**config.mk**
```make
export PLATFORM = sky130hd
export DESIGN_NAME = generational_handle_allocator_unit
export DESIGN_NICKNAME = d
export VERILOG_FILES = /design/src/hdl/hga_pkg.sv /design/src/hdl/hga_ram.sv /design/src/hdl/hga_scan.sv /design/src/hdl/generational_handle_allocator_unit.sv
export SDC_FILE = /design/constraint.sdc
export NUM_CORES = 1
export LEC_CHECK = 0
export BUFFER_PORTS_ARGS = -buffer_cell sky130_fd_sc_hd__buf_2
export CORE_UTILIZATION = 45
export CTS_BUF_LIST = sky130_fd_sc_hd__clkbuf_4 sky130_fd_sc_hd__clkbuf_8
export DETAILED_ROUTE_END_ITERATION = 8
export GPL_TIMING_DRIVEN = 1
export SLEW_MARGIN = 20
export SYNTH_ARGS = -nofsm -noshare
export SYNTH_HDL_FRONTEND = slang
export SYNTH_SLANG_ARGS = --single-unit
```
**constraint.sdc**
```tcl
create_clock -name clock -period 8.1 [get_ports clock]
set_input_delay 0 -clock clock [delete_from_list [all_inputs] [get_ports clock]]
set_output_delay 0 -clock clock [all_outputs]
set_load 0.01 [all_outputs]
```
**src/hdl/hga_pkg.sv**
```systemverilog
package hga_pkg;

   localparam int SLOT_COUNT = 64;
   localparam int SLOT_W = 16;
   localparam int HANDLE_W = 32;
   localparam int IDX_W = (SLOT_COUNT > 1) ? $clog2(SLOT_COUNT) : 1;

   // free-slot search looks at one group of slots per cycle
   localparam int GROUP_W = 8;
   localparam int GROUP_SEL_W = $clog2(GROUP_W);
   localparam int GROUP_COUNT = (SLOT_COUNT + GROUP_W - 1) / GROUP_W;
   localparam int GRP_IDX_W = (GROUP_COUNT > 1) ? $clog2(GROUP_COUNT) : 1;
   localparam int PAD_W = GROUP_COUNT * GROUP_W;

   localparam logic [1:0] REQ_ALLOC = 2'd0;
   localparam logic [1:0] REQ_LOOKUP = 2'd1;
   localparam logic [1:0] REQ_RELEASE = 2'd2;

   localparam logic [1:0] ST_OK = 2'd0;
   localparam logic [1:0] ST_FULL = 2'd1;
   localparam logic [1:0] ST_BAD = 2'd2;

   typedef struct packed {
      logic             done;
      logic             found;
      logic [IDX_W-1:0] idx;
   } scan_res_type;

endpackage

```
**src/hdl/hga_ram.sv**
```systemverilog
module hga_ram #(
   parameter int WIDTH = 16,
   parameter int DEPTH = 64
) (
   input  logic                                     clock,
   input  logic                                     we,
   input  logic [((DEPTH > 1) ? $clog2(DEPTH) : 1)-1:0] waddr,
   input  logic [WIDTH-1:0]                         wdata,
   input  logic [((DEPTH > 1) ? $clog2(DEPTH) : 1)-1:0] raddr,
   output logic [WIDTH-1:0]                         rdata
);

   logic [WIDTH-1:0] mem [DEPTH];

   always_ff @(posedge clock) begin
      if (we) begin
         mem[waddr] <= wdata;
      end
      rdata <= mem[raddr];
   end

endmodule

```
**src/hdl/hga_scan.sv**
```systemverilog
module hga_scan
   import hga_pkg::*;
(
   input  logic                  clock,
   input  logic                  reset,
   input  logic                  start,
   input  logic [SLOT_COUNT-1:0] busy,
   output scan_res_type          res
);

   logic                   running_ff, running_in;
   logic [GRP_IDX_W-1:0]   grp_ff, grp_in;
   logic [PAD_W-1:0]       free_pad;
   logic [GROUP_W-1:0]     bits;
   logic [GROUP_SEL_W-1:0] pe;
   logic                   any_free;
   logic                   last_grp;

   // slots past the end of the pool read as taken
   assign free_pad = PAD_W'(~busy);
   assign bits = free_pad[grp_ff*GROUP_W +: GROUP_W];
   assign any_free = |bits;
   assign last_grp = (grp_ff == GRP_IDX_W'(GROUP_COUNT - 1));

   always_comb begin
      pe = '0;
      for (int i = GROUP_W - 1; i >= 0; i--) begin
         if (bits[i]) begin
            pe = GROUP_SEL_W'(i);
         end
      end
   end

   always_comb begin
      res.done = running_ff && (any_free || last_grp);
      res.found = running_ff && any_free;
      res.idx = IDX_W'({grp_ff, pe});
      running_in = running_ff;
      grp_in = grp_ff;
      if (start) begin
         running_in = 1'b1;
         grp_in = '0;
      end else if (running_ff) begin
         if (res.done) begin
            running_in = 1'b0;
         end else begin
            grp_in = grp_ff + GRP_IDX_W'(1);
         end
      end
   end

   always_ff @(posedge clock) begin
      if (reset) begin
         running_ff <= 1'b0;
      end else begin
         running_ff <= running_in;
      end
      grp_ff <= grp_in;
   end

endmodule

```
**src/hdl/generational_handle_allocator_unit.sv**
```systemverilog
// generational handle allocator
// hands out slots of a fixed pool as 32-bit handles: reuse count in the upper
// half, slot number plus 1 in the lower half.
// request channel (req_valid/req_stall): req_type 0 allocates the lowest free
// slot, 1 looks up req_handle_in, 2 releases it. one word is taken at a time;
// req_stall stays high from acceptance until the result is loaded.
// response channel (rsp_valid/rsp_stall): one word per request with status,
// handle and slot number; a held word stays unchanged while rsp_stall is high,
// and the next request can be accepted while it waits.
// order: lookup and release read the reuse count, evaluate it and then load the
// response (a handle that names no slot goes straight to the load); allocate
// first runs the free-slot search over groups of eight slots, all 64 for a full pool.
// an allocate reads the reuse count memory once, then writes it once; lookup
// and release only read it, and a handle that names no slot skips it.
// a result that cannot be loaded because the response is stalled waits in
// place. reset frees all slots and zeroes all reuse counts at once.
module generational_handle_allocator_unit
   import hga_pkg::*;
(
   input  logic                clock,
   input  logic                reset,
   input  logic                req_valid,
   output logic                req_stall,
   input  logic [1:0]          req_type,
   input  logic [HANDLE_W-1:0] req_handle_in,
   output logic                rsp_valid,
   input  logic                rsp_stall,
   output logic [1:0]          rsp_status,
   output logic [HANDLE_W-1:0] rsp_handle_out,
   output logic [SLOT_W-1:0]   rsp_slot_index
);

   localparam logic [2:0] S_IDLE = 3'd0;
   localparam logic [2:0] S_SCAN = 3'd1;
   localparam logic [2:0] S_READ = 3'd2;
   localparam logic [2:0] S_EVAL = 3'd3;
   localparam logic [2:0] S_DONE = 3'd4;

   logic [2:0]            state_ff, state_in;
   logic [1:0]            type_ff, type_in;
   logic [HANDLE_W-1:0]   hin_ff, hin_in;
   logic [IDX_W-1:0]      idx_ff, idx_in;
   logic [SLOT_COUNT-1:0] busy_ff, busy_in;
   logic [SLOT_COUNT-1:0] written_ff, written_in;
   logic [1:0]            res_status_ff, res_status_in;
   logic [HANDLE_W-1:0]   res_handle_ff, res_handle_in;
   logic [SLOT_W-1:0]     res_slot_ff, res_slot_in;
   logic                  rsp_valid_ff, rsp_valid_in;
   logic [1:0]            rsp_status_ff, rsp_status_in;
   logic [HANDLE_W-1:0]   rsp_handle_ff, rsp_handle_in;
   logic [SLOT_W-1:0]     rsp_slot_ff, rsp_slot_in;

   logic                  req_take;
   logic                  scan_start;
   scan_res_type          scan_res;
   logic                  ram_we;
   logic [SLOT_W-1:0]     ram_wdata;
   logic [SLOT_W-1:0]     ram_rdata;
   logic [SLOT_W-1:0]     count;
   logic [SLOT_W-1:0]     low;
   logic                  low_ok;
   logic                  match;
   logic                  out_free;

   hga_scan u_scan (
      .clock (clock),
      .reset (reset),
      .start (scan_start),
      .busy  (busy_ff),
      .res   (scan_res)
   );

   hga_ram #(
      .WIDTH (SLOT_W),
      .DEPTH (SLOT_COUNT)
   ) u_count_ram (
      .clock (clock),
      .we    (ram_we),
      .waddr (idx_ff),
      .wdata (ram_wdata),
      .raddr (idx_ff),
      .rdata (ram_rdata)
   );

   assign req_stall = (state_ff != S_IDLE);
   assign req_take = req_valid && !req_stall;
   assign out_free = !rsp_valid_ff || !rsp_stall;

   assign low = req_handle_in[SLOT_W-1:0];
   assign low_ok = (low != '0) && ({1'b0, low} <= (SLOT_W + 1)'(SLOT_COUNT));

   // a never-written entry holds the reset count of zero
   assign count = written_ff[idx_ff] ? ram_rdata : '0;
   // a live slot's handle carries the count from before the bump
   assign match = busy_ff[idx_ff] && (hin_ff[HANDLE_W-1:SLOT_W] == count - SLOT_W'(1));

   always_comb begin
      state_in = state_ff;
      type_in = type_ff;
      hin_in = hin_ff;
      idx_in = idx_ff;
      busy_in = busy_ff;
      written_in = written_ff;
      res_status_in = res_status_ff;
      res_handle_in = res_handle_ff;
      res_slot_in = res_slot_ff;
      rsp_valid_in = rsp_valid_ff;
      rsp_status_in = rsp_status_ff;
      rsp_handle_in = rsp_handle_ff;
      rsp_slot_in = rsp_slot_ff;
      scan_start = 1'b0;
      ram_we = 1'b0;
      ram_wdata = count + SLOT_W'(1);

      if (rsp_valid_ff && !rsp_stall) begin
         rsp_valid_in = 1'b0;
      end

      unique case (state_ff)
         S_IDLE: begin
            if (req_take) begin
               type_in = req_type;
               hin_in = req_handle_in;
               idx_in = IDX_W'(low - SLOT_W'(1));
               res_status_in = ST_BAD;
               res_handle_in = '0;
               res_slot_in = '0;
               if (req_type == REQ_ALLOC) begin
                  scan_start = 1'b1;
                  state_in = S_SCAN;
               end else if ((req_type == REQ_LOOKUP || req_type == REQ_RELEASE) && low_ok) begin
                  state_in = S_READ;
               end else begin
                  state_in = S_DONE;
               end
            end
         end
         S_SCAN: begin
            if (scan_res.done) begin
               if (scan_res.found) begin
                  idx_in = scan_res.idx;
                  state_in = S_READ;
               end else begin
                  res_status_in = ST_FULL;
                  state_in = S_DONE;
               end
            end
         end
         S_READ: begin
            state_in = S_EVAL;
         end
         S_EVAL: begin
            if (type_ff == REQ_ALLOC) begin
               ram_we = 1'b1;
               busy_in[idx_ff] = 1'b1;
               written_in[idx_ff] = 1'b1;
               res_status_in = ST_OK;
               res_handle_in = {count, SLOT_W'(idx_ff) + SLOT_W'(1)};
               res_slot_in = SLOT_W'(idx_ff);
            end else if (match) begin
               if (type_ff == REQ_RELEASE) begin
                  busy_in[idx_ff] = 1'b0;
               end
               res_status_in = ST_OK;
               res_handle_in = hin_ff;
               res_slot_in = SLOT_W'(idx_ff);
            end
            state_in = S_DONE;
         end
         S_DONE: begin
            if (out_free) begin
               rsp_valid_in = 1'b1;
               rsp_status_in = res_status_ff;
               rsp_handle_in = res_handle_ff;
               rsp_slot_in = res_slot_ff;
               state_in = S_IDLE;
            end
         end
         default: begin
            state_in = S_IDLE;
         end
      endcase
   end

   always_ff @(posedge clock) begin
      if (reset) begin
         state_ff <= S_IDLE;
         busy_ff <= '0;
         written_ff <= '0;
         rsp_valid_ff <= 1'b0;
      end else begin
         state_ff <= state_in;
         busy_ff <= busy_in;
         written_ff <= written_in;
         rsp_valid_ff <= rsp_valid_in;
      end
      type_ff <= type_in;
      hin_ff <= hin_in;
      idx_ff <= idx_in;
      res_status_ff <= res_status_in;
      res_handle_ff <= res_handle_in;
      res_slot_ff <= res_slot_in;
      rsp_status_ff <= rsp_status_in;
      rsp_handle_ff <= rsp_handle_in;
      rsp_slot_ff <= rsp_slot_in;
   end

   assign rsp_valid = rsp_valid_ff;
   assign rsp_status = rsp_status_ff;
   assign rsp_handle_out = rsp_handle_ff;
   assign rsp_slot_index = rsp_slot_ff;

endmodule

```
==> impl_metrics.py, run 1 <==
metrics = {
    "logic_synthesis": {
        "synth_warnings": 0,
        "async_reset_ff_frac": 0,
        "synth-edff-count": 1144,
        "synth.ff_latch_count": 1296,
        "syn_inst": 3102,
        "avgSynthCellArea_sq_um": 15.87,
        "synth_area_sq_um": 49220,
        "yosysSeqAreaShare": 0.7597,
        "netlist-cell-type-count": 73,
        "yosys_most_used_dff": "edfxtp_1",
    },
    "drt": {
        "drc_errors": 0,
        "drt-total-wl_microns": 156600,
        "vias": 31320,
        "drt_first_pass_iters": 6,
        "vias_per_cell": 6.311,
        "final_antenna_net_count": 0,
        "wl_per_cell_microns": 31.57,
        "first_iter_violations": 3827,
    },
    "power": {
        "swShare": 0.3152,
        "switching_power_mw": 5.441,
        "ir_drop_uv": 155.8,
        "p_leak_nw": 18.31,
        "power.density_nw_per_um2": 303.6,
        "clock_power_share": 0.320,
        "p_int_mw": 11.82,
        "pwr-share-comb": 0.203,
        "pwr-share-seq": 0.477,
    },
    "critical_path": {
        "rrSetupSlack_ps": 1120,
        "r2r-start": "idx_ff[2]",
        "timing.rr.end": "res_slot_ff[1]",
        "ff2ff_path_depth": 17,
        "crit_start": "idx_ff[2]",
        "cp.required_ps": 8600,
        "critical_path_class": "reg -> reg",
        "critPathLaunchType": "flop",
        "cp-end-kind": "flop",
        "path_max_fanout": 38,
        "arrival_ps": 7480,
    },
    "run_status": {
        "status": "finished clean",
    },
    "grt": {
        "grtUsageTotal": 0.2801,
        "grt_pass1_vias": 30460,
        "grt_max_degree": 80,
        "grt_overflow": 0,
        "grt_pass1_wl_microns": 221600,
        "antenna_found_initial": 3,
    },
    "placed_design": {
        "io_buffers": 79,
        "dp.final_hpwl_microns": 92230,
        "gp_congestion": 0.9307,
    },
    "clock_tree": {
        "htreeDepth": 4,
        "numCtsBuffers": 204,
        "postCtsSetupBuffers": 0,
        "clock_latency_ps": 890,
        "cts_buffer_depth": 3,
        "cts.sinks": 1296,
        "post_cts_resized": 0,
        "cts_tree": "built",
        "clk_pin_slew_ps": 70,
        "root_buffer": "clkbuf_8",
        "hold_buffers": 73,
    },
    "floorplanning": {
        "die_h_microns": 332.7,
        "io_pins": 90,
        "rows": 120,
        "fp.dieW_microns": 332.7,
        "design.die.area_sq_um": 110700,
        "initial_utilization": 0.4566,
        "core_region_area_sq_um": 107800,
    },
    "timing": {
        "tightest_slew_ps": 1235,
        "fmax_mhz": 143.3,
        "finalClockSkew_ps": 40.06,
        "maxSlewHeadroom": 0.1752,
        "tns_ps": 0,
        "min_period_ps": 6977,
        "finalHoldViolCount": 0,
        "setup_viol": 0,
        "drv_slew": 0,
        "period_share": 0.8614,
        "rsz0062_at_grt": "false",
    },
    "layout": {
        "drive_gt1_frac": 0.1983,
        "fillers": 8722,
        "final_util": 0.5274,
        "layout.nets": 3427,
        "areaGrowthSynthToFinish_pct": 15.50,
        "layout_common_cells": "edfxtp_1, a22oi_1, nor2_1",
        "final_common_cell": "edfxtp_1",
    },
    "flow_run": {
        "drv_cap": 0,
    },
    "worst_hold_path": {
        "hp-class": "in -> reg",
        "hold-path-endpoint": "idx_ff[0]",
        "hp-start": "req_handle_in[0]",
        "whs_path_depth": 3,
    },
}
-- layer usage --
layer / vias to the layer above / wire length [microns] / GRT usage / part of all wire
met5: - / 13 / 0 / 0.000083
met4: 2 / 6777 / 0.1214 / 0.043
met3: 314 / 13590 / 0.05259 / 0.087
met2: 1823 / 73780 / 0.4477 / 0.47
met1: 15980 / 62490 / 0.3753 / 0.40
li1: 13190 / - / - / -
-- worst max-delay path, cell delays in order (launching register included) --
cell,delay [ps]
edfxtp_1,420
buf_4,460
and2_1,560
a22oi_1,210
nand3_1,270
nand4_1,420
or2_2,640
nand2_1,200
ha_2,510
nand2b_1,160
nor4_2,260
xnor2_1,140
a2111oi_4,310
o211ai_2,160
o31ai_4,250
nand4_4,360
nor3_1,440
o22a_2,800
-- registers in the layout, indices dropped and copies added, names as in the netlist, named ones only --
name	flops
res_slot_ff	6
res_status_ff	2
idx_ff	6
u_scan.grp_ff	3
u_count_ram.rdata	16
state_ff	3
written_ff	64
res_handle_ff	32
rsp_handle_out	32
type_ff	2
u_scan.running_ff	1
rsp_status	2
rsp_valid	1
hin_ff	32
rsp_slot_index	6
u_count_ram.mem	1024
-- cells in the mapped netlist (33+ instances only) --
library cell,number,area share
nand3_1,52,0.0053
a22oi_1,368,0.056
a311oi_1,65,0.012
nand4_1,39,0.0050
dfxtp_1,152,0.062
nand2_1,66,0.0050
a221oi_1,85,0.015
a21oi_1,50,0.0051
mux2i_1,42,0.0085
edfxtp_1,1144,0.70
a31oi_1,85,0.011
o21ai_0,33,0.0034
nor2_1,326,0.025
clkbuf_1,163,0.012
a22o_1,81,0.014
-- worst max path at each step --
stage	end	depth (start not counted)	slack, ps
3_5_place_dp	res_handle_ff[29]	16	1190
3_3_place_gp	res_handle_ff[27]	16	1390
4_1_cts	res_handle_ff[29]	16	1150
6_report	res_slot_ff[1]	17	1120
2_1_floorplan	res_handle_ff[0]	20	1150
5_1_grt	res_slot_ff[5]	16	710
-- layout make-up --
type,instances,area (sq um),area share
diodes,4,10.01,0.0001761
clock buffers,274,3390,0.05962
clock inverters,105,710.7,0.01250
inverters,20,75.07,0.001320
multi-input cells,1566,11220,0.1974
flip-flops and latches,1296,37400,0.6577
well taps,1403,1755,0.03088
repair buffers,294,2295,0.04036
-- kinds of logic (layout without fill, tap and decap cells) --
logic type      after synthesis  count (layout)  synth area share
flops                      1296            1296            0.7597
compound gates              826             826            0.1277
xor+xnor                     37              37          0.006583
mux                          75              75           0.02295
simple gates                611             611           0.06055
buf+inv                     249             693           0.02067
fa+ha+maj                     7               7          0.001779
other cells                   1              14        0.00007618
-- stage by stage --
step                instances  instance area (sq um)  power [mW]  worst slack (ps)  hold slack [ps]
finish                   4962                  56850       17.26              1123            120.6
floorplan                3111                  49260       10.16              1154            98.87
global route             4959                  56850       17.80             712.5            92.89
CTS                      4958                  56840       17.29              1155            29.87
global placement         4506                  52000       11.73              1394            180.9
detailed placement       4506                  52010       11.79              1185            178.2
-- power groups by stage --
stage                     clock network (mW)  logic, mW  registers [mW]
after floorplan                            0       1.91            8.25
after global placement                     0       3.37            8.36
after detailed placement                   0       3.43            8.36
after CTS                               5.60       3.47            8.23
after global routing                    5.90       3.66            8.24
final                                   5.53       3.50            8.23
No activity file was read; power rests on OpenSTA's default activity.
==> inputs of run 2 (changes only) <==
--- a/config.mk
+++ b/config.mk
@@ -5,7 +5,7 @@
 export SDC_FILE = /design/constraint.sdc
 export NUM_CORES = 1
 export LEC_CHECK = 0
-export BUFFER_PORTS_ARGS = -buffer_cell sky130_fd_sc_hd__buf_2
+export BUFFER_PORTS_ARGS = -buffer_cell sky130_fd_sc_hd__clkbuf_2
 export CORE_UTILIZATION = 45
 export CTS_BUF_LIST = sky130_fd_sc_hd__clkbuf_4 sky130_fd_sc_hd__clkbuf_8
 export DETAILED_ROUTE_END_ITERATION = 8
==> run 2 against run 1 <==
Core utilization barely moved. Critical path depth rose by 1. Highest routed layer unchanged. Combinational power barely moved. Wire length rose by 0.38%. Fmax fell by 1.9%. Die area did not move. Largest power group unchanged.
==> impl_metrics.py, run 2 (synthesis gave the netlist of run 1 again) <==
metrics = {
    "layout": {
        "final_common_cell": "edfxtp_1",
        "largest_reg_flops": 1024,
        "layout_common_cells": "edfxtp_1, a22oi_1, nor2_1",
        "areaGrowthSynthToFinish_pct": 15.41,
        "largest-register": "u_count_ram.mem",
        "drive_gt1_frac": 0.1957,
        "reg.largest.list": "u_count_ram.mem (1024), written_ff (64)",
        "fillers": 8658,
        "layout.nets": 3428,
        "design_area_sq_um": 56810,
    },
    "grt": {
        "grt.met3_usage": 0.04944,
        "grt_overflow": 0,
        "gr-usage-met2": 0.4493,
        "grt_pass1_vias": 30650,
        "grtUsageTotal": 0.2819,
        "grt_max_degree": 97,
        "grt_busiest_layer": "met2",
        "grt_pass1_wl_microns": 223200,
        "grt_use_met1": 0.3797,
        "antenna_found_initial": 6,
    },
    "drt": {
        "vias": 31260,
        "first_iter_violations": 3545,
        "drc_errors": 0,
        "final_antenna_net_count": 0,
        "vias_per_cell": 6.306,
        "drt-total-wl_microns": 157300,
        "wl_per_cell_microns": 31.72,
        "drt_first_pass_iters": 5,
    },
    "clock_tree": {
        "cts.sinks": 1296,
        "root_buffer": "clkbuf_8",
        "numCtsBuffers": 203,
        "cts_buffer_depth": 3,
        "cts_tree": "built",
        "postCtsSetupBuffers": 0,
        "clock_latency_ps": 900,
        "clk_pin_slew_ps": 60,
        "htreeDepth": 4,
    },
    "power": {
        "power.density_nw_per_um2": 302.4,
        "p_leak_nw": 18.29,
        "total_power_mw": 17.18,
        "ir_drop_uv": 175.0,
    },
    "timing": {
        "tightest_slew_ps": 1169,
        "min_period_ps": 7113,
        "setup_viol": 0,
        "tns_ps": 0,
        "drv_slew": 0,
        "finalHoldViolCount": 0,
        "setup_ws_ps": 987.4,
        "maxSlewHeadroom": 0.2151,
        "rsz0062_at_grt": "false",
        "period_share": 0.8781,
        "finalClockSkew_ps": 38.92,
        "fmax_mhz": 140.6,
    },
    "run_status": {
        "status": "finished clean",
    },
    "critical_path": {
        "r2r-start": "idx_ff[1]",
        "crit_chain": "buf_4, nor2b_1, a22oi_1, nand3_1, nand4_1, or2_2, nand2_1, ha_2, nand2b_1, nor4_2, xnor2_1, a2111oi_4, o211ai_2, o31ai_4, nand4_4, nor3_1, o22a_2, buf_4",
        "crit_slowest_cell": "nor2b_1",
        "slowest_delay_ps": 960,
        "arrival_ps": 7680,
        "critical_path.top_delay_family": "simple AND/OR/NAND/NOR gates",
        "cp_common_cell": "buf_4",
        "rrSetupSlack_ps": 990,
        "critical_path_class": "reg -> reg",
        "path_max_fanout": 24,
        "critPathBufInv": 2,
        "critPathLaunchType": "flop",
        "ff2ff_path_depth": 18,
        "cp.required_ps": 8670,
        "cp-end-kind": "flop",
        "timing.rr.end": "res_handle_ff[26]",
    },
    "floorplanning": {
        "fp.dieW_microns": 332.7,
        "die_h_microns": 332.7,
        "io_pins": 90,
        "design.die.area_sq_um": 110700,
        "rows": 120,
        "initial_utilization": 0.4566,
        "core_region_area_sq_um": 107800,
    },
    "worst_hold_path": {
        "hp-start": "reset",
        "hp-class": "in -> reg",
        "whs_path_depth": 3,
        "hold-path-endpoint": "written_ff[26]",
    },
    "flow_run": {
        "drv_cap": 0,
    },
    "placed_design": {
        "io_buffers": 79,
        "gp_congestion": 0.9174,
        "dp.final_hpwl_microns": 92280,
        "dpl_cell_area_sq_um": 52040,
        "dp_slack_ps": 985.0,
    },
}
[run 2: cell types whose count changed in the layout (fill, tap and decap cells not counted), moves of 2 or more]
cell / delta
diode_2: -2
clkbuf_2: +78
clkbuf_8: -8
inv_8: -2
clkinvlp_4: -4
clkbuf_4: +12
buf_2: -78
clkinv_1: +8
nor2_2: -7
inv_6: +2
nor2_4: +7
clkinv_2: -13
[run 2: tightest hold or removal path, cell delays in order]
cell and delay, ps:
dlygate4sd3_1 540, buf_4 270, nor2_1 140
[run 2: through the flow]
step | hold WS, ps | std cells | util
floorplan | 98.87 | 3111 | -
global placement | 180.4 | 4506 | 0.4826
detailed placement | 178.6 | 4506 | 0.4827
CTS | 35.15 | 4953 | 0.5265
global route | 99.55 | 4956 | 0.5270
finish | 108.2 | 4957 | 0.5270
[run 2: worst max path at each step]
stage / from / end / slack [ps] / cells past startpoint
final: idx_ff[1] / res_handle_ff[26] / 990 / 18
after global routing: idx_ff[1] / res_handle_ff[23] / 490 / 18
after CTS: idx_ff[1] / res_slot_ff[3] / 970 / 18
after detailed placement: idx_ff[2] / res_handle_ff[28] / 990 / 18
after global placement: idx_ff[1] / res_handle_ff[27] / 1220 / 18
after floorplan: idx_ff[1] / res_handle_ff[0] / 1150 / 20
[run 2: what timing repair did]
item	in CTS	in global routing
hold buffers	73	0
hold endpoints to repair	160	0
resized for setup	0	0
[run 2: cell type report]
cell class / count / area, sq um / area share
antenna: 2 / 5.005 / 0.00008810
clock buffer: 278 / 3369 / 0.05931
clock inverter: 96 / 626.9 / 0.01103
inverter: 20 / 75.07 / 0.001321
multi-input combinational: 1566 / 11260 / 0.1982
sequential: 1296 / 37400 / 0.6583
tap: 1403 / 1755 / 0.03090
timing repair buffer: 296 / 2322 / 0.04088
[run 2: layer usage]
metal | wire (microns) | part of all wire
met5 | 13 | 0.000083
met4 | 6780 | 0.043
met3 | 13310 | 0.085
met2 | 74210 | 0.47
met1 | 62930 | 0.40
[run 2: where the power goes]
part | internal (mW) | total (mW) | leakage [nW] | switching [mW]
clock | 2.87 | 5.46 | 2.11 | 2.59
sequential | 8.02 | 8.22 | 11.8 | 0.202
combinational | 0.887 | 3.50 | 4.35 | 2.61
total | 11.8 | 17.2 | 18.3 | 5.41
